===== src/rtl/core/rational_add_reduce_unit_macros.svh =====
// Assertion macros shared by the rational add/reduce RTL.
`ifndef RATIONAL_ADD_REDUCE_UNIT_MACROS_SVH
`define RATIONAL_ADD_REDUCE_UNIT_MACROS_SVH
`ifndef SYNTHESIS
`define RAR_ASSERT_IMPLY(label, clk, rst, ante, cons) \
   label: assert property (@(posedge clk) disable iff (rst) (ante) |-> (cons)) \
      else $error("same-cycle implication violated");
`define RAR_ASSERT_NEXT(label, clk, rst, ante, cons) \
   label: assert property (@(posedge clk) disable iff (rst) (ante) |=> (cons)) \
      else $error("next-cycle implication violated");
`else
`define RAR_ASSERT_IMPLY(label, clk, rst, ante, cons)
`define RAR_ASSERT_NEXT(label, clk, rst, ante, cons)
`endif
`endif


===== src/rtl/core/rar_pkg.sv =====
`timescale 1ns / 1ps
package rar_pkg;

   localparam int NUM_WIDTH      = 16;
   localparam int DEN_WIDTH      = NUM_WIDTH - 1;
   localparam int SUM_NUM_WIDTH  = 2 * NUM_WIDTH;
   localparam int SUM_DEN_WIDTH  = 2 * NUM_WIDTH - 2;
   localparam int MAG_WIDTH      = 2 * NUM_WIDTH - 1;
   localparam int DIV_CNT_WIDTH  = $clog2(MAG_WIDTH);
   localparam int SHIFT_WIDTH    = $clog2(SUM_DEN_WIDTH);

   typedef struct packed {
      logic signed [NUM_WIDTH-1:0] a_num;
      logic        [DEN_WIDTH-1:0] a_den;
      logic signed [NUM_WIDTH-1:0] b_num;
      logic        [DEN_WIDTH-1:0] b_den;
   } req_type;

   typedef struct packed {
      logic signed [SUM_NUM_WIDTH-1:0] sum_num;
      logic        [SUM_DEN_WIDTH-1:0] sum_den;
      logic                            equal;
   } rsp_type;

   typedef struct packed {
      logic                 start;
      logic [MAG_WIDTH-1:0] dividend;
      logic [MAG_WIDTH-1:0] divisor;
   } div_req_type;

   typedef struct packed {
      logic                 done;
      logic [MAG_WIDTH-1:0] quotient;
   } div_rsp_type;

   typedef enum logic [3:0] {
      ST_IDLE,
      ST_MUL_T1,
      ST_MUL_T2,
      ST_MUL_DEN,
      ST_SUM,
      ST_GCD_EVEN,
      ST_GCD_LOOP,
      ST_START_NUM,
      ST_WAIT_NUM,
      ST_START_DEN,
      ST_WAIT_DEN
   } state_type;

endpackage


===== src/rtl/core/rar_div.sv =====
`timescale 1ns / 1ps
`include "rational_add_reduce_unit_macros.svh"
module rar_div (
   input  logic                 clock,
   input  logic                 reset,
   input  rar_pkg::div_req_type div_req,
   output rar_pkg::div_rsp_type div_rsp
);

   localparam int W  = rar_pkg::MAG_WIDTH;
   localparam int CW = rar_pkg::DIV_CNT_WIDTH;

   logic          busy_ff, busy_in;
   logic          done_ff, done_in;
   logic [CW-1:0] count_ff, count_in;
   logic [W-1:0]  rem_ff, rem_in;
   logic [W-1:0]  quo_ff, quo_in;
   logic [W-1:0]  dvs_ff, dvs_in;
   logic [W:0]    trial;

   always_ff @(posedge clock) begin
      if (reset) begin
         busy_ff <= 1'b0;
         done_ff <= 1'b0;
      end else begin
         busy_ff <= busy_in;
         done_ff <= done_in;
      end
      count_ff <= count_in;
      rem_ff   <= rem_in;
      quo_ff   <= quo_in;
      dvs_ff   <= dvs_in;
   end

   // restoring step: shift in the next dividend bit, subtract if it fits
   assign trial = {rem_ff, quo_ff[W-1]} - {1'b0, dvs_ff};

   always_comb begin
      busy_in  = busy_ff;
      done_in  = 1'b0;
      count_in = count_ff;
      rem_in   = rem_ff;
      quo_in   = quo_ff;
      dvs_in   = dvs_ff;
      if (div_req.start) begin
         busy_in  = 1'b1;
         count_in = CW'(W - 1);
         rem_in   = '0;
         quo_in   = div_req.dividend;
         dvs_in   = div_req.divisor;
      end else if (busy_ff) begin
         if (!trial[W]) begin
            rem_in = trial[W-1:0];
         end else begin
            rem_in = {rem_ff[W-2:0], quo_ff[W-1]};
         end
         quo_in   = {quo_ff[W-2:0], ~trial[W]};
         count_in = count_ff - 1'b1;
         if (count_ff == '0) begin
            busy_in = 1'b0;
            done_in = 1'b1;
         end
      end
   end

   assign div_rsp.done     = done_ff;
   assign div_rsp.quotient = quo_ff;

   `RAR_ASSERT_IMPLY(a_div_no_restart, clock, reset, div_req.start, !busy_ff)
   `RAR_ASSERT_NEXT(a_div_last_step, clock, reset, busy_ff && (count_ff == '0), done_ff)
   `RAR_ASSERT_NEXT(a_div_done_idle, clock, reset, done_ff, !busy_ff && !done_ff)

endmodule


===== src/rtl/core/rational_add_reduce_unit.sv =====
// Channel    Ports                      Handshake
// request    req_data, start, busy      taken when start && !busy
// response   rsp_data, rsp_valid        one-cycle strobe, no backpressure
//
// One request at a time; busy stays high until its response is strobed.
// Steps: the three products and the sum, removal of the shared factors of
// two, the binary GCD loop, two divisions on the shared divider and the
// registered response strobe.
// A zero sum skips the GCD loop and divisions and answers from ST_GCD_EVEN.
// Reset is synchronous and clears the sequencer and the response strobe.
`timescale 1ns / 1ps
`include "rational_add_reduce_unit_macros.svh"
module rational_add_reduce_unit (
   input  logic             clock,
   input  logic             reset,
   input  logic             start,
   output logic             busy,
   input  rar_pkg::req_type req_data,
   output logic             rsp_valid,
   output rar_pkg::rsp_type rsp_data
);

   localparam int NW  = rar_pkg::NUM_WIDTH;
   localparam int DW  = rar_pkg::DEN_WIDTH;
   localparam int SNW = rar_pkg::SUM_NUM_WIDTH;
   localparam int SDW = rar_pkg::SUM_DEN_WIDTH;
   localparam int MW  = rar_pkg::MAG_WIDTH;
   localparam int SW  = rar_pkg::SHIFT_WIDTH;

   rar_pkg::state_type    state_ff, state_in;
   logic signed [NW-1:0]  an_ff, an_in, bn_ff, bn_in;
   logic [DW-1:0]         ad_ff, ad_in, bd_ff, bd_in;
   logic signed [SNW-1:0] t1_ff, t1_in, t2_ff, t2_in;
   logic [SDW-1:0]        den_ff, den_in;
   logic [MW-1:0]         mag_ff, mag_in;
   logic                  neg_ff, neg_in;
   logic                  equal_ff, equal_in;
   logic [MW-1:0]         gx_ff, gx_in, gy_ff, gy_in;
   logic [SW-1:0]         shift_ff, shift_in;
   logic [MW-1:0]         qnum_ff, qnum_in;
   rar_pkg::rsp_type      rsp_ff, rsp_in;
   logic                  rsp_valid_ff, rsp_valid_in;

   logic signed [NW-1:0]  mul_a, mul_b;
   logic signed [SNW-1:0] mul_p;
   logic [SNW-1:0]        sum_pos, sum_neg;
   logic [MW:0]           d_xy, d_yx;
   rar_pkg::div_req_type  div_req;
   rar_pkg::div_rsp_type  div_rsp;

   rar_div u_div (
      .clock   (clock),
      .reset   (reset),
      .div_req (div_req),
      .div_rsp (div_rsp)
   );

   always_ff @(posedge clock) begin
      if (reset) begin
         state_ff     <= rar_pkg::ST_IDLE;
         rsp_valid_ff <= 1'b0;
      end else begin
         state_ff     <= state_in;
         rsp_valid_ff <= rsp_valid_in;
      end
      an_ff    <= an_in;
      bn_ff    <= bn_in;
      ad_ff    <= ad_in;
      bd_ff    <= bd_in;
      t1_ff    <= t1_in;
      t2_ff    <= t2_in;
      den_ff   <= den_in;
      mag_ff   <= mag_in;
      neg_ff   <= neg_in;
      equal_ff <= equal_in;
      gx_ff    <= gx_in;
      gy_ff    <= gy_in;
      shift_ff <= shift_in;
      qnum_ff  <= qnum_in;
      rsp_ff   <= rsp_in;
   end

   // shared multiplier: denominators enter zero-extended as positive signed values
   always_comb begin
      unique case (state_ff)
         rar_pkg::ST_MUL_T1: begin
            mul_a = an_ff;
            mul_b = {1'b0, bd_ff};
         end
         rar_pkg::ST_MUL_T2: begin
            mul_a = bn_ff;
            mul_b = {1'b0, ad_ff};
         end
         default: begin
            mul_a = {1'b0, ad_ff};
            mul_b = {1'b0, bd_ff};
         end
      endcase
   end

   assign mul_p   = mul_a * mul_b;
   assign sum_pos = t1_ff + t2_ff;
   assign sum_neg = ~t1_ff - t2_ff + SNW'(1);
   assign d_xy    = {1'b0, gx_ff} - {1'b0, gy_ff};
   assign d_yx    = {1'b0, gy_ff} - {1'b0, gx_ff};

   always_comb begin
      state_in     = state_ff;
      an_in        = an_ff;
      bn_in        = bn_ff;
      ad_in        = ad_ff;
      bd_in        = bd_ff;
      t1_in        = t1_ff;
      t2_in        = t2_ff;
      den_in       = den_ff;
      mag_in       = mag_ff;
      neg_in       = neg_ff;
      equal_in     = equal_ff;
      gx_in        = gx_ff;
      gy_in        = gy_ff;
      shift_in     = shift_ff;
      qnum_in      = qnum_ff;
      rsp_in       = rsp_ff;
      rsp_valid_in = 1'b0;
      div_req.start    = 1'b0;
      div_req.dividend = mag_ff;
      div_req.divisor  = gy_ff;

      unique case (state_ff)
         rar_pkg::ST_IDLE: begin
            if (start) begin
               an_in    = req_data.a_num;
               bn_in    = req_data.b_num;
               // read a zero denominator as one
               ad_in    = (req_data.a_den == '0) ? DW'(1) : req_data.a_den;
               bd_in    = (req_data.b_den == '0) ? DW'(1) : req_data.b_den;
               state_in = rar_pkg::ST_MUL_T1;
            end
         end
         rar_pkg::ST_MUL_T1: begin
            t1_in    = mul_p;
            state_in = rar_pkg::ST_MUL_T2;
         end
         rar_pkg::ST_MUL_T2: begin
            t2_in    = mul_p;
            state_in = rar_pkg::ST_MUL_DEN;
         end
         rar_pkg::ST_MUL_DEN: begin
            den_in   = mul_p[SDW-1:0];
            state_in = rar_pkg::ST_SUM;
         end
         rar_pkg::ST_SUM: begin
            neg_in   = sum_pos[SNW-1];
            mag_in   = sum_pos[SNW-1] ? sum_neg[MW-1:0] : sum_pos[MW-1:0];
            gx_in    = sum_pos[SNW-1] ? sum_neg[MW-1:0] : sum_pos[MW-1:0];
            gy_in    = MW'(den_ff);
            equal_in = (t1_ff == t2_ff);
            shift_in = '0;
            state_in = rar_pkg::ST_GCD_EVEN;
         end
         rar_pkg::ST_GCD_EVEN: begin
            if (gx_ff == '0) begin
               rsp_in.sum_num = '0;
               rsp_in.sum_den = SDW'(1);
               rsp_in.equal   = equal_ff;
               rsp_valid_in   = 1'b1;
               state_in       = rar_pkg::ST_IDLE;
            end else if (!gx_ff[0] && !gy_ff[0]) begin
               gx_in    = gx_ff >> 1;
               gy_in    = gy_ff >> 1;
               shift_in = shift_ff + 1'b1;
            end else begin
               state_in = rar_pkg::ST_GCD_LOOP;
            end
         end
         rar_pkg::ST_GCD_LOOP: begin
            if (gx_ff == '0) begin
               // restore the common factors of two
               gy_in    = gy_ff << shift_ff;
               state_in = rar_pkg::ST_START_NUM;
            end else if (!gx_ff[0]) begin
               gx_in = gx_ff >> 1;
            end else if (!gy_ff[0]) begin
               gy_in = gy_ff >> 1;
            end else if (!d_xy[MW]) begin
               gx_in = d_xy[MW:1];
            end else begin
               gy_in = d_yx[MW:1];
            end
         end
         rar_pkg::ST_START_NUM: begin
            div_req.start = 1'b1;
            state_in      = rar_pkg::ST_WAIT_NUM;
         end
         rar_pkg::ST_WAIT_NUM: begin
            if (div_rsp.done) begin
               qnum_in  = div_rsp.quotient;
               state_in = rar_pkg::ST_START_DEN;
            end
         end
         rar_pkg::ST_START_DEN: begin
            div_req.start    = 1'b1;
            div_req.dividend = MW'(den_ff);
            state_in         = rar_pkg::ST_WAIT_DEN;
         end
         rar_pkg::ST_WAIT_DEN: begin
            div_req.dividend = MW'(den_ff);
            if (div_rsp.done) begin
               rsp_in.sum_num = neg_ff ? -SNW'(qnum_ff) : SNW'(qnum_ff);
               rsp_in.sum_den = div_rsp.quotient[SDW-1:0];
               rsp_in.equal   = equal_ff;
               rsp_valid_in   = 1'b1;
               state_in       = rar_pkg::ST_IDLE;
            end
         end
         default: begin
            state_in = rar_pkg::ST_IDLE;
         end
      endcase
   end

   assign busy      = (state_ff != rar_pkg::ST_IDLE);
   assign rsp_valid = rsp_valid_ff;
   assign rsp_data  = rsp_ff;

   `RAR_ASSERT_IMPLY(a_rsp_when_idle, clock, reset, rsp_valid_ff, !busy)
   `RAR_ASSERT_NEXT(a_rsp_single, clock, reset, rsp_valid_ff, !rsp_valid_ff || $past(start))
   `RAR_ASSERT_IMPLY(a_rsp_den_nonzero, clock, reset, rsp_valid_ff, rsp_ff.sum_den != '0)
   `RAR_ASSERT_IMPLY(a_gcd_nonzero, clock, reset, state_ff == rar_pkg::ST_START_NUM, gy_ff != '0)

endmodule

===== config.mk =====
export PLATFORM = sky130hd
export DESIGN_NAME = rational_add_reduce_unit
export DESIGN_NICKNAME = d
export VERILOG_FILES = /design/src/rtl/core/rar_pkg.sv /design/src/rtl/core/rar_div.sv /design/src/rtl/core/rational_add_reduce_unit.sv
export VERILOG_INCLUDE_DIRS = /design/src /design/src/rtl/core
export SDC_FILE = /design/constraint.sdc
export NUM_CORES = 2
export LEC_CHECK = 0
export BUFFER_PORTS_ARGS = -buffer_cell sky130_fd_sc_hd__buf_4
export CORE_ASPECT_RATIO = 1.5
export CORE_UTILIZATION = 35
export CTS_CLUSTER_DIAMETER = 40
export DETAILED_ROUTE_END_ITERATION = 7
export PLACE_DENSITY_LB_ADDON = 0.2
export SLEW_MARGIN = 20
export SYNTH_ARGS = -nofsm -noshare
export SYNTH_HDL_FRONTEND = slang
export SYNTH_HIERARCHICAL = 1
export SYNTH_SLANG_ARGS = --single-unit

===== constraint.sdc =====
create_clock -name clock -period 10.9 [get_ports clock]
set_clock_uncertainty 0.1 [all_clocks]
set_input_delay 2.18 -clock clock [delete_from_list [all_inputs] [get_ports clock]]
set_output_delay 2.18 -clock clock [all_outputs]
set_load 0.02 [all_outputs]

# Word level (Yosys, flattened, before mapping)
# Index checks and enable logic that the tools add are counted.
# Widths: inputs -> output; s select.
# op_classes
addsub,9
mul,1
eq_ne,24
shifts,1
n_mux,43
bitwise,3
n_reduce_logical,25
# ops
op,n
$mux 31,17
$pmux 31 s3,2
$mux 63,2
$pmux 63 s2,1
$sub 31x31->32,2
$pmux 4 s11,1
$add 32x32->32,1
$eq 32x32->1,1
$mul 16x16->32,1
$mux 32,1
$neg 31->32,1
$pmux 16 s2,1
$sub 32x31->32,1
$add 31x2->31 const B,1
$logic_not 31->1,1
$not 31->31,1
$shl 31x5->31,1
$sub 31x31->31,1
$logic_not 15->1,2
$mux 4,6
$eq 4x3->1 const B,4
$mux 15,1
$eq 4x4->1 const B,3
$ne 2x2->1 const B,6
other kinds (26),47
# totals
reg_bits,455
inputBits,65
output_inout_bits,65
word_cells,133

# Depth between registers and ports, before layout
# depth
depth_word,6
ltp_mapped,32

# Modules after synthesis
# Netlist, hierarchy kept.
# modules_own_cells
mod,instances,cells_per_inst,area_each_um2,seq_area_each_um2
rational_add_reduce_unit,1,3212,31978.2,10610.2
rar_div,1,545,5765.5,2622.5

# Worst setup path after synthesis
# Ideal clock, no wire load.
# synth_path
path_type,register to register
from,register state_ff[1]
to,"register t1_ff[30], data pin"
t_arrival_ns,8.514
required_time_ns,10.538
path_slack_ns,2.023
stages_incl_launch_ff,29
path_buffers,3
period_less_slack_ns,8.877
cell_sequence,dfxtp_1 clkbuf_1 nand2_1 nor3_1 clkbuf_1 buf_1 mux2i_1 nor2_1 fa_1 inv_1 fa_1 inv_1 fa_1 fa_1 fa_1 inv_1 fa_1 inv_1 ha_1 a21o_1 a21oi_1 nand2_1 nand2_1 a31oi_1 o41ai_1 o311ai_0 a31o_2 a21oi_1 xnor2_1
# synth_via
elab_chain_cells,3
# synth_rtl
element,line,source
start: declaration,rational_add_reduce_unit.sv:30,"rar_pkg::state_type state_ff, state_in;"
start signal: assignment,rational_add_reduce_unit.sv:60,state_ff <= rar_pkg::ST_IDLE;
start signal: assignment,rational_add_reduce_unit.sv:63,state_ff <= state_in;
$eq 4x2->1 / $eq 4x1->1 (equally long branches),rational_add_reduce_unit.sv:85,unique case (state_ff)
$pmux 16 s2 / $mux 15 (equally long branches),rational_add_reduce_unit.sv:85,
$mul 16x16->32 (*),rational_add_reduce_unit.sv:101,assign mul_p = mul_a * mul_b;
named net mul_p[30],rational_add_reduce_unit.sv:45,logic signed [SNW-1:0] mul_p;
end signal: assignment,rational_add_reduce_unit.sv:70,t1_ff <= t1_in;
end: declaration,rational_add_reduce_unit.sv:33,"logic signed [SNW-1:0] t1_ff, t1_in, t2_ff, t2_in;"
# The timed path passes the listed nets; every way through them passes the cells marked *.
# A chain may end at the register's enable or synchronous reset.

# Worst setup path after layout
# Ends and elaborated chain as after synthesis.

==> flow_summary_export.csv <==
group,metric,value,unit
run_status,status,"finished, final reports clean",
synth,syn_nets,4339,
grt,antenna_found_initial,5,
synth,synth_mux_area_share,6.308,%
worst_setup_path,crit_path_top_delay_cell,"mux2i_1",
drt,via_count,27260,
floorplanning,core_area,0.1070,mm2
synth,synth-xor-area-share,4.760,%
worst_setup_path,slowest_delay,0.68,ns
timing,holdWs,0.3625,ns
grt,grt_use_total,20.08,%
worst_setup_path,endpoint,"t1_ff[30]$_DFFE_PN_",
worst_setup_path,cp_max_fo,31,
drt,routedWlPerCell,20.66,um
worst_setup_path,rr_endpoint,"t1_ff[30]$_DFFE_PN_",
floorplanning,die_area,0.1092,mm2
grt,grt_pass1_wl,167800,um
worst_setup_path,crit_path_frequent_cell,"fa_1",
worst_setup_path,r2r_start,"state_ff[1]$_SDFFE_PP0P_",
floorplanning,die_height,404.2,um
synth,synth_top_family_by_area,"adder cells",
finish,area_delta_synth_final,12.85,%
drt,post-route-drc-count,0,
synth,ys_ff_latch,455,
clock_network,cts_buffer_depth,3,
clock_network,clk_latency,0.63,ns
worst_setup_path,arrival,9.00,ns
synth,yosysSeqAreaShare,35.06,%
synth,syn_area,0.03774,mm2
min_path,hp-class,"reg -> reg",
floorplanning,dieWidth,270.1,um
synth,ys_types,87,
floorplanning,initial_utilization,35.26,%
timing,setup-violations-final,0,
clock_network,cts_setup_buffers,0,
floorplanning,ios,130,
synth,yosysTopAreaCell,"edfxtp_1",
placement,gp_congestion,0.9374,
timing,slew_viol_final,0,
synth,synthArstFlopShare,0,%
worst_setup_path,reg2reg_depth,27,
clock_network,cts_buffers,74,
drt,final_antenna_net_count,0,
timing,worstMarginPinSlew,1.184,ns
clock_network,cts_tree,"done",
timing,fin_crit,8.746,ns
worst_setup_path,worstPathRequired,11.16,ns
drt,detail_route.first_pass.iterations,8,
placement,place_hpwl,88460,um
synth,synth_area_per_cell,10.05,um2
worst_setup_path,cp-start-kind,"flop",
worst_setup_path,worstSetupEndpointType,"flop",
clock_network,hold_buffers,0,
timing,tns,0,ns
finish,final_nets,4406,
timing,hold_viol_final,0,
clock_network,cts_root_buffer,"clkbuf_16",
grt,grt_pass1_vias,28860,
synth,synth.area.top_cells,"edfxtp_1, fa_1, ha_1",
worst_setup_path,worstSetupStartpoint,"state_ff[1]$_SDFFE_PP0P_",
finish,fin_util,39.79,%
synth,synth-compound-area-share,13.21,%
timing,grt_setup_unrepaired,"no",
synth,synthCells,3757,
timing,max_clock_freq,114.3,MHz
synth,ys.flop_type,"edfxtp_1",
timing,relSlewSlack,21.04,%
placement,placed_cell_area,0.04018,mm2
finish,fillCellCount,10670,
clock_network,htreeDepth,3,
grt,grt_max_degree,65,
drt,viasPerCell,5.150,
timing,finalCritPeriodShare,80.24,%
clock_network,ctsResizeCount,0,
run,drv_cap,0,
clock_network,path_clk_slew,0.06,ns
synth,yosys.area_share.simple,11.85,%
synth,synthAdderAreaFrac,22.13,%
worst_setup_path,crit_type,"reg -> reg",
synth,synth_edf_count,412,
drt,drtIter0Drc,1546,
grt,grt_overflow_total,0,
floorplanning,rows,147,
synth,synth_top_area_share,32.78,%
clock_network,cts.sinks,455,
finish,final_area,0.04259,mm2
finish,drive_gt1_share,11.78,%
worst_setup_path,r2r_slack,2.15,ns
synth,ys.warnings.count,6,
drt,totalWireLength,109400,um
placement,port-buffer-count,129,
[state kept, by name (all words and copies together) (netlist names), 4 cells and up]
signal          flops
u_div/dvs_ff       31
den_ff             30
bd_ff              15
an_ff              16
mag_ff             31
qnum_ff            31
u_div/count_ff      5
bn_ff              16
rsp_data           63
state_ff            4
gy_ff              31
shift_ff            5
t1_ff              32
u_div/quo_ff       31
ad_ff              15
t2_ff              32
u_div/rem_ff       31
gx_ff              31
[layout by cell type (no fill, tap or decap), drive strengths merged, types with 43 or more instances in the layout]
cell and count:
dfxtp 43, a21oi 196, xnor2 124, clkbuf 81, and3 49, a21o 84, edfxtp 412, fa 251
and2 44, buf 174, mux2 90, mux2i 98, o21ai 161, a211oi 47, ha 266, nand2 292
inv 495, xor2 79, nor2 328
[cell families after synthesis]
family,Yosys count
XOR/XNOR,203
flip-flops,455
AO/OA/AOI/OAI,752
buffers and inverters,665
AND/OR/NAND/NOR,960
multiplexers,205
adder cells (fa/ha/maj),517
[worst max-delay path: cells and delay by family (launching register included)]
family	cells	cell delay, ns
muxes	1	0.68
adders and majority gates	7	3.31
DFF	1	0.65
and+or+nand+nor	3	0.64
buffers and inverters	7	1.18
xor gates and xnor gates	1	0.10
AOI/OAI and AO/OA	8	1.79
[synthesized netlist by cell type, types with 15 or more instances]
| cell type | count |
|---|---|
| clkbuf_1 | 166 |
| inv_1 | 481 |
| xor2_1 | 79 |
| fa_1 | 251 |
| nand3_1 | 27 |
| o31ai_1 | 25 |
| or2_2 | 15 |
| a21oi_1 | 194 |
| mux2i_1 | 98 |
| o21ai_0 | 153 |
| nor2_1 | 327 |
| dfxtp_1 | 43 |
| nor4_1 | 30 |
| edfxtp_1 | 412 |
| o21bai_1 | 18 |
| o21a_1 | 30 |
| o211ai_1 | 20 |
| a222oi_1 | 24 |
| nand4_1 | 21 |
| xnor2_1 | 123 |
| a22oi_1 | 22 |
| nand2_1 | 291 |
| and2_1 | 43 |
| a221o_1 | 19 |
| mux4_2 | 17 |
| ha_1 | 266 |
| nand2b_1 | 36 |
| and3_1 | 49 |
| mux2_2 | 89 |
| nor2b_1 | 34 |
| a21o_1 | 84 |
| a31oi_1 | 19 |
| nor3_1 | 36 |
| a211oi_1 | 44 |
[how the worst min path moves through the flow]
stage / start / depth (start not counted) / slack [ns] / end
after floorplan: equal_ff$_DFFE_PP_ / 0 / 0.30 / rsp_data[0]$_DFFE_PP_
after global placement: u_div/quo_ff[30]$_DFFE_PP_ / 0 / 0.34 / qnum_ff[30]$_DFFE_PP_
after detailed placement: u_div/quo_ff[30]$_DFFE_PP_ / 0 / 0.34 / qnum_ff[30]$_DFFE_PP_
after CTS: u_div/quo_ff[30]$_DFFE_PP_ / 0 / 0.36 / qnum_ff[30]$_DFFE_PP_
after global routing: u_div/quo_ff[30]$_DFFE_PP_ / 0 / 0.38 / qnum_ff[30]$_DFFE_PP_
final: u_div/quo_ff[30]$_DFFE_PP_ / 0 / 0.36 / qnum_ff[30]$_DFFE_PP_
[routing by layer]
layer  up-vias  track usage [%]  part of all wire (%)
met5         -                0                 0.030
met4         4            10.92                   5.6
met3       232            2.445                   3.2
met2       602            38.76                    54
met1     13250            20.84                    37
li1      13170                -                     -
[layout make-up]
type                       count  area [um2]  area share [%]
multi-input combinational   2637       22060           51.80
sequential                   455       13230           31.07
clock buffer                  81        1908           4.480
inverter                     482        1809           4.248
tap                         1415        1770           4.157
timing repair buffer         174        1306           3.067
clock inverter                49       499.2           1.172
antenna                        1       2.502        0.005875
[stage by stage]
step                std cells  setup slack [ns]
floorplan                3757             2.024
global placement         5163             1.982
finish                   5294             2.154
detailed placement       5163             2.125
global route             5293             1.650
CTS                      5293             2.051
Power is left out: the tool's default activity adds up to more than one toggle a clock period on the data nets, which glitch-free logic cannot reach.
